[config.mk]
export PLATFORM = sky130hd
export DESIGN_NAME = extended_gcd_unit
export DESIGN_NICKNAME = d
export VERILOG_FILES = /design/src/design/egu_pkg.sv /design/src/design/egu_ctrl.sv /design/src/design/egu_datapath.sv /design/src/design/extended_gcd_unit.sv
export VERILOG_INCLUDE_DIRS = /design/src /design/src/design
export SDC_FILE = /design/constraint.sdc
export NUM_CORES = 1
export LEC_CHECK = 0
export BUFFER_PORTS_ARGS = -buffer_cell sky130_fd_sc_hd__clkbuf_2
export CORE_MARGIN = 2
export CORE_UTILIZATION = 53
export DETAILED_ROUTE_END_ITERATION = 6
export HOLD_SLACK_MARGIN = 0.15
export PLACE_DENSITY = 0.82
export SLEW_MARGIN = 20
export SYNTH_ARGS = -nofsm -noshare
export SYNTH_HDL_FRONTEND = slang
export SYNTH_SLANG_ARGS = --single-unit
[constraint.sdc]
create_clock -name i_clk -period 6.4 [get_ports i_clk]
set_input_delay 0.96 -clock i_clk [delete_from_list [all_inputs] [get_ports i_clk]]
set_output_delay 0.96 -clock i_clk [all_outputs]
set_load 0.05 [all_outputs]
[src/design/extended_gcd_unit_defines.svh]
// Assertion macros shared by the extended gcd unit RTL.
// No dependencies.
`ifndef EXTENDED_GCD_UNIT_DEFINES_SVH
`define EXTENDED_GCD_UNIT_DEFINES_SVH
`ifndef SYNTHESIS
`define EGU_ASSERT(label, clk, rst_n, prop, msg) \
    label: assert property (@(posedge clk) disable iff (!rst_n) prop) else $error(msg);
`define EGU_ASSERT_NR(label, clk, prop, msg) \
    label: assert property (@(posedge clk) prop) else $error(msg);
`else
`define EGU_ASSERT(label, clk, rst_n, prop, msg)
`define EGU_ASSERT_NR(label, clk, prop, msg)
`endif
`endif

[src/design/egu_pkg.sv]
// Package of the extended gcd unit: widths and controller/datapath command types.
// No dependencies.
package egu_pkg;
    localparam int unsigned DefWidth = 32;
    localparam int unsigned GcdW = 32;
    localparam int unsigned CoefW = 33;
    localparam int unsigned InDataW = 64;
    localparam int unsigned OutDataW = 104;

    typedef struct packed {
        logic load;
        logic div_start;
        logic div_step;
        logic update;
    } t_egu_cmd;

    typedef struct packed {
        logic b_zero;
        logic div_last;
    } t_egu_status;
endpackage

[src/design/egu_ctrl.sv]
// Controller of the extended gcd unit: sequences load, division steps and updates.
// Depends on egu_pkg.
`include "extended_gcd_unit_defines.svh"
module egu_ctrl (
    input  logic                i_clk,
    input  logic                i_rst_n,
    input  logic                i_in_valid,
    output logic                o_in_ready,
    output logic                o_out_valid,
    input  logic                i_out_ready,
    input  egu_pkg::t_egu_status i_status,
    output egu_pkg::t_egu_cmd   o_cmd
);
    import egu_pkg::*;

    typedef enum logic [2:0] {S_IDLE, S_CHECK, S_DIV, S_UPD, S_DONE} t_state;
    t_state r_state, n_state;

    always_comb begin
        n_state = r_state;
        o_cmd = '0;
        unique case (r_state)
            S_IDLE: begin
                if (i_in_valid) begin
                    o_cmd.load = 1'b1;
                    n_state = S_CHECK;
                end
            end
            S_CHECK: begin
                if (i_status.b_zero) begin
                    n_state = S_DONE;
                end else begin
                    o_cmd.div_start = 1'b1;
                    n_state = S_DIV;
                end
            end
            S_DIV: begin
                o_cmd.div_step = 1'b1;
                if (i_status.div_last) begin
                    n_state = S_UPD;
                end
            end
            S_UPD: begin
                o_cmd.update = 1'b1;
                n_state = S_CHECK;
            end
            S_DONE: begin
                if (i_out_ready) begin
                    n_state = S_IDLE;
                end
            end
            default: n_state = S_IDLE;
        endcase
    end

    always_ff @(posedge i_clk) begin
        if (!i_rst_n) begin
            r_state <= S_IDLE;
        end else begin
            r_state <= n_state;
        end
    end

    assign o_in_ready = (r_state == S_IDLE);
    assign o_out_valid = (r_state == S_DONE);

    `EGU_ASSERT(a_no_both, i_clk, i_rst_n, !(o_in_ready && o_out_valid), "ready and valid together")
    `EGU_ASSERT(a_load_idle, i_clk, i_rst_n, o_cmd.load |-> o_in_ready, "load outside idle")
    `EGU_ASSERT(a_done_hold, i_clk, i_rst_n, (o_out_valid && !i_out_ready) |=> o_out_valid, "result dropped")
endmodule

[src/design/egu_datapath.sv]
// Datapath of the extended gcd unit: remainder pair, restoring divider, coefficients.
// Depends on egu_pkg.
`include "extended_gcd_unit_defines.svh"
module egu_datapath #(
    parameter int unsigned WIDTH = egu_pkg::DefWidth
) (
    input  logic                 i_clk,
    input  logic                 i_rst_n,
    input  egu_pkg::t_egu_cmd    i_cmd,
    input  logic [WIDTH-1:0]     i_a,
    input  logic [WIDTH-1:0]     i_b,
    output egu_pkg::t_egu_status o_status,
    output logic [WIDTH-1:0]     o_gcd,
    output logic [WIDTH:0]       o_x,
    output logic [WIDTH:0]       o_y
);
    import egu_pkg::*;

    localparam int unsigned CntW = $clog2(WIDTH);

    logic [WIDTH-1:0] r_a, r_b, r_rem, r_dvd;
    logic [WIDTH:0]   r_cx, r_cy, r_nx, r_ny, r_mx, r_my;
    logic [CntW-1:0]  r_cnt;
    logic [WIDTH:0]   w_trial;
    logic [WIDTH:0]   w_shift;
    logic             w_ge;

    assign w_shift = {r_rem, r_dvd[WIDTH-1]};
    assign w_trial = w_shift - {1'b0, r_b};
    assign w_ge = !w_trial[WIDTH];

    always_ff @(posedge i_clk) begin
        if (i_cmd.load) begin
            r_a <= i_a;
            r_b <= i_b;
            r_cx <= {{WIDTH{1'b0}}, 1'b1};
            r_cy <= '0;
            r_nx <= '0;
            r_ny <= {{WIDTH{1'b0}}, 1'b1};
        end
        if (i_cmd.div_start) begin
            r_dvd <= r_a;
            r_rem <= '0;
            r_cnt <= '0;
        end
        if (i_cmd.div_step) begin
            r_dvd <= {r_dvd[WIDTH-2:0], 1'b0};
            r_rem <= w_ge ? w_trial[WIDTH-1:0] : w_shift[WIDTH-1:0];
            r_cnt <= r_cnt + 1'b1;
            // Serial shift-add product q*new, accumulated MSB first.
            r_mx <= {r_mx[WIDTH-1:0], 1'b0} + (w_ge ? r_nx : '0);
            r_my <= {r_my[WIDTH-1:0], 1'b0} + (w_ge ? r_ny : '0);
        end else if (i_cmd.div_start) begin
            r_mx <= '0;
            r_my <= '0;
        end
        if (i_cmd.update) begin
            r_a <= r_b;
            r_b <= r_rem;
            r_cx <= r_nx;
            r_nx <= r_cx - r_mx;
            r_cy <= r_ny;
            r_ny <= r_cy - r_my;
        end
    end

    assign o_status.b_zero = (r_b == '0);
    assign o_status.div_last = (r_cnt == CntW'(WIDTH - 1));
    assign o_gcd = r_a;
    assign o_x = r_cx;
    assign o_y = r_cy;

    `EGU_ASSERT(a_rem_lt_b, i_clk, i_rst_n, i_cmd.update |-> (r_rem < r_b), "remainder not below divisor")
    `EGU_ASSERT(a_exclusive, i_clk, i_rst_n, $onehot0({i_cmd.load, i_cmd.div_start, i_cmd.div_step, i_cmd.update}), "commands overlap")
    `EGU_ASSERT(a_start_nz, i_clk, i_rst_n, i_cmd.div_start |-> !o_status.b_zero, "division by zero")
endmodule

[src/design/extended_gcd_unit.sv]
// Top level of the extended gcd unit: stream ports around controller and datapath.
// Depends on egu_pkg, egu_ctrl and egu_datapath.
// One item at a time: it is taken when ready is high, then each Euclid step runs one check,
// WIDTH bit-serial division steps with the products formed alongside, and one update. The
// result stays on the output until taken, and ready is low meanwhile; the next input can be
// taken in the cycle after the result is taken.
module extended_gcd_unit #(
    parameter int unsigned WIDTH = egu_pkg::DefWidth
) (
    input  logic                             i_clk,
    input  logic                             i_rst_n,
    input  logic                             s_axis_tvalid,
    output logic                             s_axis_tready,
    // a_value [31:0], b_value [63:32]
    input  logic [egu_pkg::InDataW-1:0]      s_axis_tdata,
    output logic                             m_axis_tvalid,
    input  logic                             m_axis_tready,
    // gcd_value [31:0], coef_a [64:32], coef_b [97:65], zeros above
    output logic [egu_pkg::OutDataW-1:0]     m_axis_tdata
);
    import egu_pkg::*;

    t_egu_cmd    w_cmd;
    t_egu_status w_status;
    logic [WIDTH-1:0] w_gcd;
    logic [WIDTH:0]   w_x, w_y;

    egu_ctrl u_ctrl (
        .i_clk(i_clk), .i_rst_n(i_rst_n),
        .i_in_valid(s_axis_tvalid), .o_in_ready(s_axis_tready),
        .o_out_valid(m_axis_tvalid), .i_out_ready(m_axis_tready),
        .i_status(w_status), .o_cmd(w_cmd)
    );

    egu_datapath #(.WIDTH(WIDTH)) u_dp (
        .i_clk(i_clk), .i_rst_n(i_rst_n), .i_cmd(w_cmd),
        .i_a(s_axis_tdata[WIDTH-1:0]), .i_b(s_axis_tdata[GcdW +: WIDTH]),
        .o_status(w_status), .o_gcd(w_gcd), .o_x(w_x), .o_y(w_y)
    );

    always_comb begin
        m_axis_tdata = '0;
        m_axis_tdata[GcdW-1:0] = GcdW'(w_gcd);
        m_axis_tdata[GcdW +: CoefW] = CoefW'(signed'(w_x));
        m_axis_tdata[GcdW+CoefW +: CoefW] = CoefW'(signed'(w_y));
    end
endmodule

# Word-level counts from Yosys, hierarchy flattened
# Cells that the tools add are included.
# word_totals
wordCells	65
out_inout_bits	106
reg_bits	334
inputBits	68
# classes
eq_ne	8
muxes	33
addsub	6
reduce_logical	5
# ops
cell	count
2-to-1 mux 33 bit	11
2-to-1 mux 32 bit	9
adder 33 bit	2
subtractor 33 bit	2
subtractor 33 x 32 -> 33 bit	1
zero test 32 bit	1
one-hot mux 3 bit (5 select lines)	1
2-to-1 mux 3 bit	4
2-to-1 mux 5 bit	2
equality test 3 x 2 -> 1 bit, second input constant	2
2-to-1 mux 1 bit	6
adder 5 x 1 -> 5 bit, second input constant	1
equality test 5 bit, second input constant	1
inequality test 2 x 1 -> 1 bit, second input constant	2
nonzero test 2 bit	2
equality test 3 x 1 -> 1 bit, second input constant	1
equality test 3 bit, second input constant	1
zero test 3 bit	1
AND reduction 3 bit	1
inequality test 2 bit, second input constant	1

# Longest topological paths before layout
# logic_depth
word_depth	5
mapped_depth	27
mapped_depth_nobuf	25

# Modules after synthesis
# Synthesis repeated with hierarchy kept, for this count alone.
# unflattened
cells_unflattened	2091
hier_area_um2	21853.5
# modules_own_cells
module	cells_per_inst	instances	seq_area_each_um2	area_each_um2
egu_datapath	2063	1	9929.5	21619.5
egu_ctrl	21	1	60.1	185.2
extended_gcd_unit	7	1	0.0	48.8

# Worst setup path before layout
# No wires, ideal clock.
# synth_timing
path_type	register to register
startpoint	reg u_ctrl.r_state[0]
endpoint	reg u_dp.r_a[0] (netlist: u_dp.o_gcd[0]) (enable)
path_slack_ps	-88
synth_period_minus_slack_ps	6488
arrival_ps	5924
required_ps	5836
stages_incl_launch_ff	5
cell_sequence	dfxtp_1 clkbuf_1 nor3_1 nand2_1 nand2_1
# synth_between
elab_chain_cells	3
word_cells_on_any_way	5
# synth_rtl
item	line	source
start: declaration	egu_ctrl.sv:17	t_state r_state, n_state;
start signal: assignment	egu_ctrl.sv:60	r_state <= n_state;
zero test 3 bit	n/a	
net s_axis_tready	extended_gcd_unit.sv:13	output logic s_axis_tready,
2-to-1 mux 1 bit	egu_ctrl.sv:22	unique case (r_state)
nonzero test 2 bit (no source line)	n/a	
end signal: assignment	egu_datapath.sv:34	r_a <= i_a;
end signal: assignment	egu_datapath.sv:58	r_a <= r_b;
end: declaration	egu_datapath.sv:21	logic [WIDTH-1:0] r_a, r_b, r_rem, r_dvd;
# The timed path passes the listed nets, and every way through them passes these cells.
# A chain may end at the register's enable or synchronous reset.

# Final worst setup path
# layout_timing
startpoint	reg u_dp.r_b[0]
endpoint	reg u_dp.r_mx[17], data pin
# layout_between
elab_chain_cells	4
# layout_rtl
item	line	source
start: declaration	egu_datapath.sv:21	
start signal: assignment	egu_datapath.sv:35	r_b <= i_b;
start signal: assignment	egu_datapath.sv:59	r_b <= r_rem;
subtractor 33 x 32 -> 33 bit	egu_datapath.sv:29	assign w_trial = w_shift - {1'b0, r_b};
2-to-1 mux 33 bit	egu_datapath.sv:51	r_mx <= {r_mx[WIDTH-1:0], 1'b0} + (w_ge ? r_nx : '0);
adder 33 bit	egu_datapath.sv:51	
2-to-1 mux 33 bit	egu_datapath.sv:46	if (i_cmd.div_step) begin
end signal: assignment	egu_datapath.sv:51	
end: declaration	egu_datapath.sv:22	logic [WIDTH:0] r_cx, r_cy, r_nx, r_ny, r_mx, r_my;
# Every way passes these cells.

==> metrics.md <==
| Metric | Value |
|---|---|
| # nets final | 2503 |
| Slowest library cell on the worst path | fa_1 |
| # IOs | 174 |
| Final Setup Violations | 0 |
| Port bufs | 167 |
| CTS Hold Bufs | 0 |
| Cell count after placement | 2750 |
| Required time worst endpoint | 6.67 ns |
| Die Ht | 205 µm |
| Area occupied by multi-input gates | 10600 µm² |
| Vias/cell | 5.86 |
| Post-route ant nets | 0 |
| Core Area | 39800 µm² |
| CTS Sinks | 334 |
| Status | finished clean |
| Latest clock arrival within the worst-skew pair | 0.57 ns |
| MaxCap Viol Count | 0 |
| Path type of the worst min-delay path | register to register |
| Setup TNS | 0 ns |
| Worst setup SP type | register |
| Synth-to-layout area growth | 12.2% |
| Vias in the first global route | 16500 |
| Worst slew pin tran | 1.10 ns |
| Die area | 42000 µm² |
| CP delay by family, top | compound AO/OA/AOI/OAI gates |
| H-tree level count | 2 |
| Post-synth ARST share | 0 |
| Die width | 205 µm |
| Final-report hold violation count | 0 |
| Worst setup EP type | register |
| Row cnt | 73 |
| Via count | 16600 |
| Fin cells | 2825 |
| CP bufs+invs | 1 |
| Worst EP arrival | 6.26 ns |
| CTS Buf Count | 39 |
| RSZ-0062 raised after global routing | false |
| Antenna violations before repair | 1 |
| Avg WL per Cell | 18.3 µm |
| Synth warnings | 0 |
| GP Congestion | 0.944 |
| Final min period | 5.98 ns |
| First-pass GRT wire length | 83500 µm |
| Mean Syn Cell Area | 10.1 µm² |
| GRT Total Usage | 0.246 |
| Filler cells | 3289 |
| Drt pass-1 iters | 6 |
| Clk root buf | clkbuf_16 |
| N_diodes | 0 |
| Layout cells sized above 1 | 0.121 |
| Final wirelength | 51600 µm |
| Initial Util | 0.538 |
| EDFF count, synth | 330 |
| TritonCTS clock tree | done |
| Rel. slew slack | 0.268 |
| Fin crit share | 0.935 |
| Largest net degree at the start of global routing | 101 |
| Synth cell types | 77 |
| CP Class | register to register |
| Max frequency | 167 MHz |
| Register area | 9990 µm² |
| Synthesized area | 21400 µm² |
| DP HPWL | 35800 µm |
| Max Slew Vio Count | 0 |
| Slowest stage delay, CP | 0.44 ns |
| #FFs+latches synth | 334 |
| Gr ovfl total | 0 |
| DRC | 0 |
| Clock skew | 0.0243 ns |
| Mapped Cells | 2128 |
| Sequential element share of the synthesized area | 0.467 |
| Clock-pin slew on the worst setup and hold paths | 0.06 ns |
| DR iter-0 viols | 1240 |
| CP max FO | 3 |
| Clock Tree Buf Depth | 3 |
| Dominant synthesized flop cell | edfxtp_1 |
-- cell usage after synthesis (7+ instances only) --
| cell | n | area (µm²) |
|---|---|---|
| xor2_1 | 53 | 464 |
| inv_1 | 133 | 499 |
| nand2b_1 | 25 | 156 |
| mux2i_1 | 23 | 230 |
| and3_1 | 19 | 119 |
| o21ai_1 | 8 | 40.0 |
| nor4_1 | 9 | 56.3 |
| a21oi_1 | 123 | 616 |
| nand4_1 | 16 | 100 |
| o21a_1 | 19 | 143 |
| nor2b_1 | 21 | 131 |
| a22o_1 | 31 | 272 |
| a31oi_1 | 14 | 87.6 |
| ha_1 | 160 | 2000 |
| nand3_1 | 31 | 155 |
| nor2_1 | 192 | 721 |
| nor3b_1 | 9 | 67.6 |
| and2_1 | 140 | 876 |
| and4_1 | 7 | 61.3 |
| o21ai_0 | 113 | 566 |
| nand2_1 | 207 | 777 |
| a21o_1 | 87 | 653 |
| nor3_1 | 34 | 170 |
| o31ai_1 | 7 | 52.6 |
| o211ai_1 | 14 | 105 |
| clkbuf_1 | 70 | 263 |
| buf_4 | 8 | 60.1 |
| xnor2_1 | 75 | 657 |
| edfxtp_1 | 330 | 9910 |
| o21bai_1 | 18 | 135 |
| a211oi_1 | 23 | 173 |
-- cell type report --
cell class | count | share of cell area
inverter | 133 | 0.0208
sequential | 334 | 0.416
clock buffer | 47 | 0.0428
timing repair buffer | 185 | 0.0409
tap | 525 | 0.0273
clock inverter | 24 | 0.00937
multi-input combinational | 1577 | 0.443
-- layer usage --
| metal | up-vias | track usage | wire length, µm | part of all wire |
|---|---|---|---|---|
| li1 | 7948 | - | - | - |
| met3 | 122 | 0.0398 | 3330 | 0.065 |
| met5 | - | 0 | 13 | 0.00025 |
| met4 | 2 | 0.0958 | 1790 | 0.035 |
| met2 | 551 | 0.393 | 23600 | 0.46 |
| met1 | 7945 | 0.335 | 22800 | 0.44 |
-- repair_timing --
item                       CTS  global route
setup endpoints to repair    1            17
hold endpoints to repair     0             0
cloned                       0             0
pin swaps                    0             2
resized for setup            1             9
buffers inserted             0             4
-- cell usage in the layout (no fill, tap or decap), types with 6 or more instances in the layout --
| master | Yosys | routed |
|---|---|---|
| clkinv_2 | 0 | 6 |
| o211ai_1 | 14 | 14 |
| o21a_1 | 19 | 19 |
| and3_1 | 19 | 19 |
| nor2_1 | 192 | 191 |
| nand2b_1 | 25 | 24 |
| xor2_1 | 53 | 53 |
| clkbuf_2 | 1 | 167 |
| a22o_1 | 31 | 31 |
| a21oi_1 | 123 | 121 |
| nor2b_1 | 21 | 21 |
| mux2i_1 | 23 | 22 |
| xnor2_1 | 75 | 75 |
| o31ai_1 | 7 | 6 |
| a21o_1 | 87 | 87 |
| nand4_1 | 16 | 16 |
| ha_1 | 160 | 160 |
| clkbuf_1 | 70 | 7 |
| inv_1 | 133 | 133 |
| and2_1 | 140 | 140 |
| o21bai_1 | 18 | 18 |
| conb_1 | 1 | 6 |
| clkinv_1 | 0 | 11 |
| nand3_1 | 31 | 31 |
| nor3_1 | 34 | 34 |
| nor3b_1 | 9 | 7 |
| a31oi_1 | 14 | 13 |
| edfxtp_1 | 330 | 330 |
| and4_1 | 7 | 7 |
| a211oi_1 | 23 | 22 |
| o21ai_0 | 113 | 113 |
| clkbuf_16 | 0 | 40 |
| nor4_1 | 9 | 9 |
| buf_4 | 8 | 17 |
| o21ai_1 | 8 | 7 |
| nand2_1 | 207 | 205 |
-- worst paths after layout --
kind	from	endpoint	slack, ns	depth (start not counted)
max	u_dp.r_b[0]	u_dp.r_mx[17]	0.42	25
min	u_dp.r_dvd[29]	u_dp.r_dvd[30]	0.54	1
max reg2reg	u_dp.r_b[0]	u_dp.r_mx[17]	0.42	25
min reg2reg	u_dp.r_dvd[29]	u_dp.r_dvd[30]	0.54	1
-- flip-flops by register name, summed over array words and instances, names as in the netlist, 33 cells and up --
name       flops
u_dp.r_ny     33
u_dp.r_nx     33
u_dp.r_mx     33
u_dp.o_y      33
u_dp.r_my     33
u_dp.o_x      33
-- stage by stage --
step                hold WS, ns  utilization  area (µm²)  setup WS (ns)
floorplan                 0.461            -       21400          0.590
global placement          0.514        0.570       22700          0.243
detailed placement        0.526        0.570       22700         0.0300
CTS                       0.535        0.602       24000          0.162
global route              0.555        0.603       24000         0.0115
finish                    0.535        0.603       24000          0.416
-- cells by family after synthesis --
logic type | share of synthesized area
flip-flops | 0.467
XOR/XNOR | 0.0534
AO/OA/AOI/OAI | 0.165
other | 0.000175
AND/OR/NAND/NOR | 0.164
buffers and inverters | 0.0414
adder cells (fa/ha/maj) | 0.0982
multiplexers | 0.0113
Power is not shown: default switching activity piles up to over one toggle a cycle in this logic, so the estimate is an artifact.
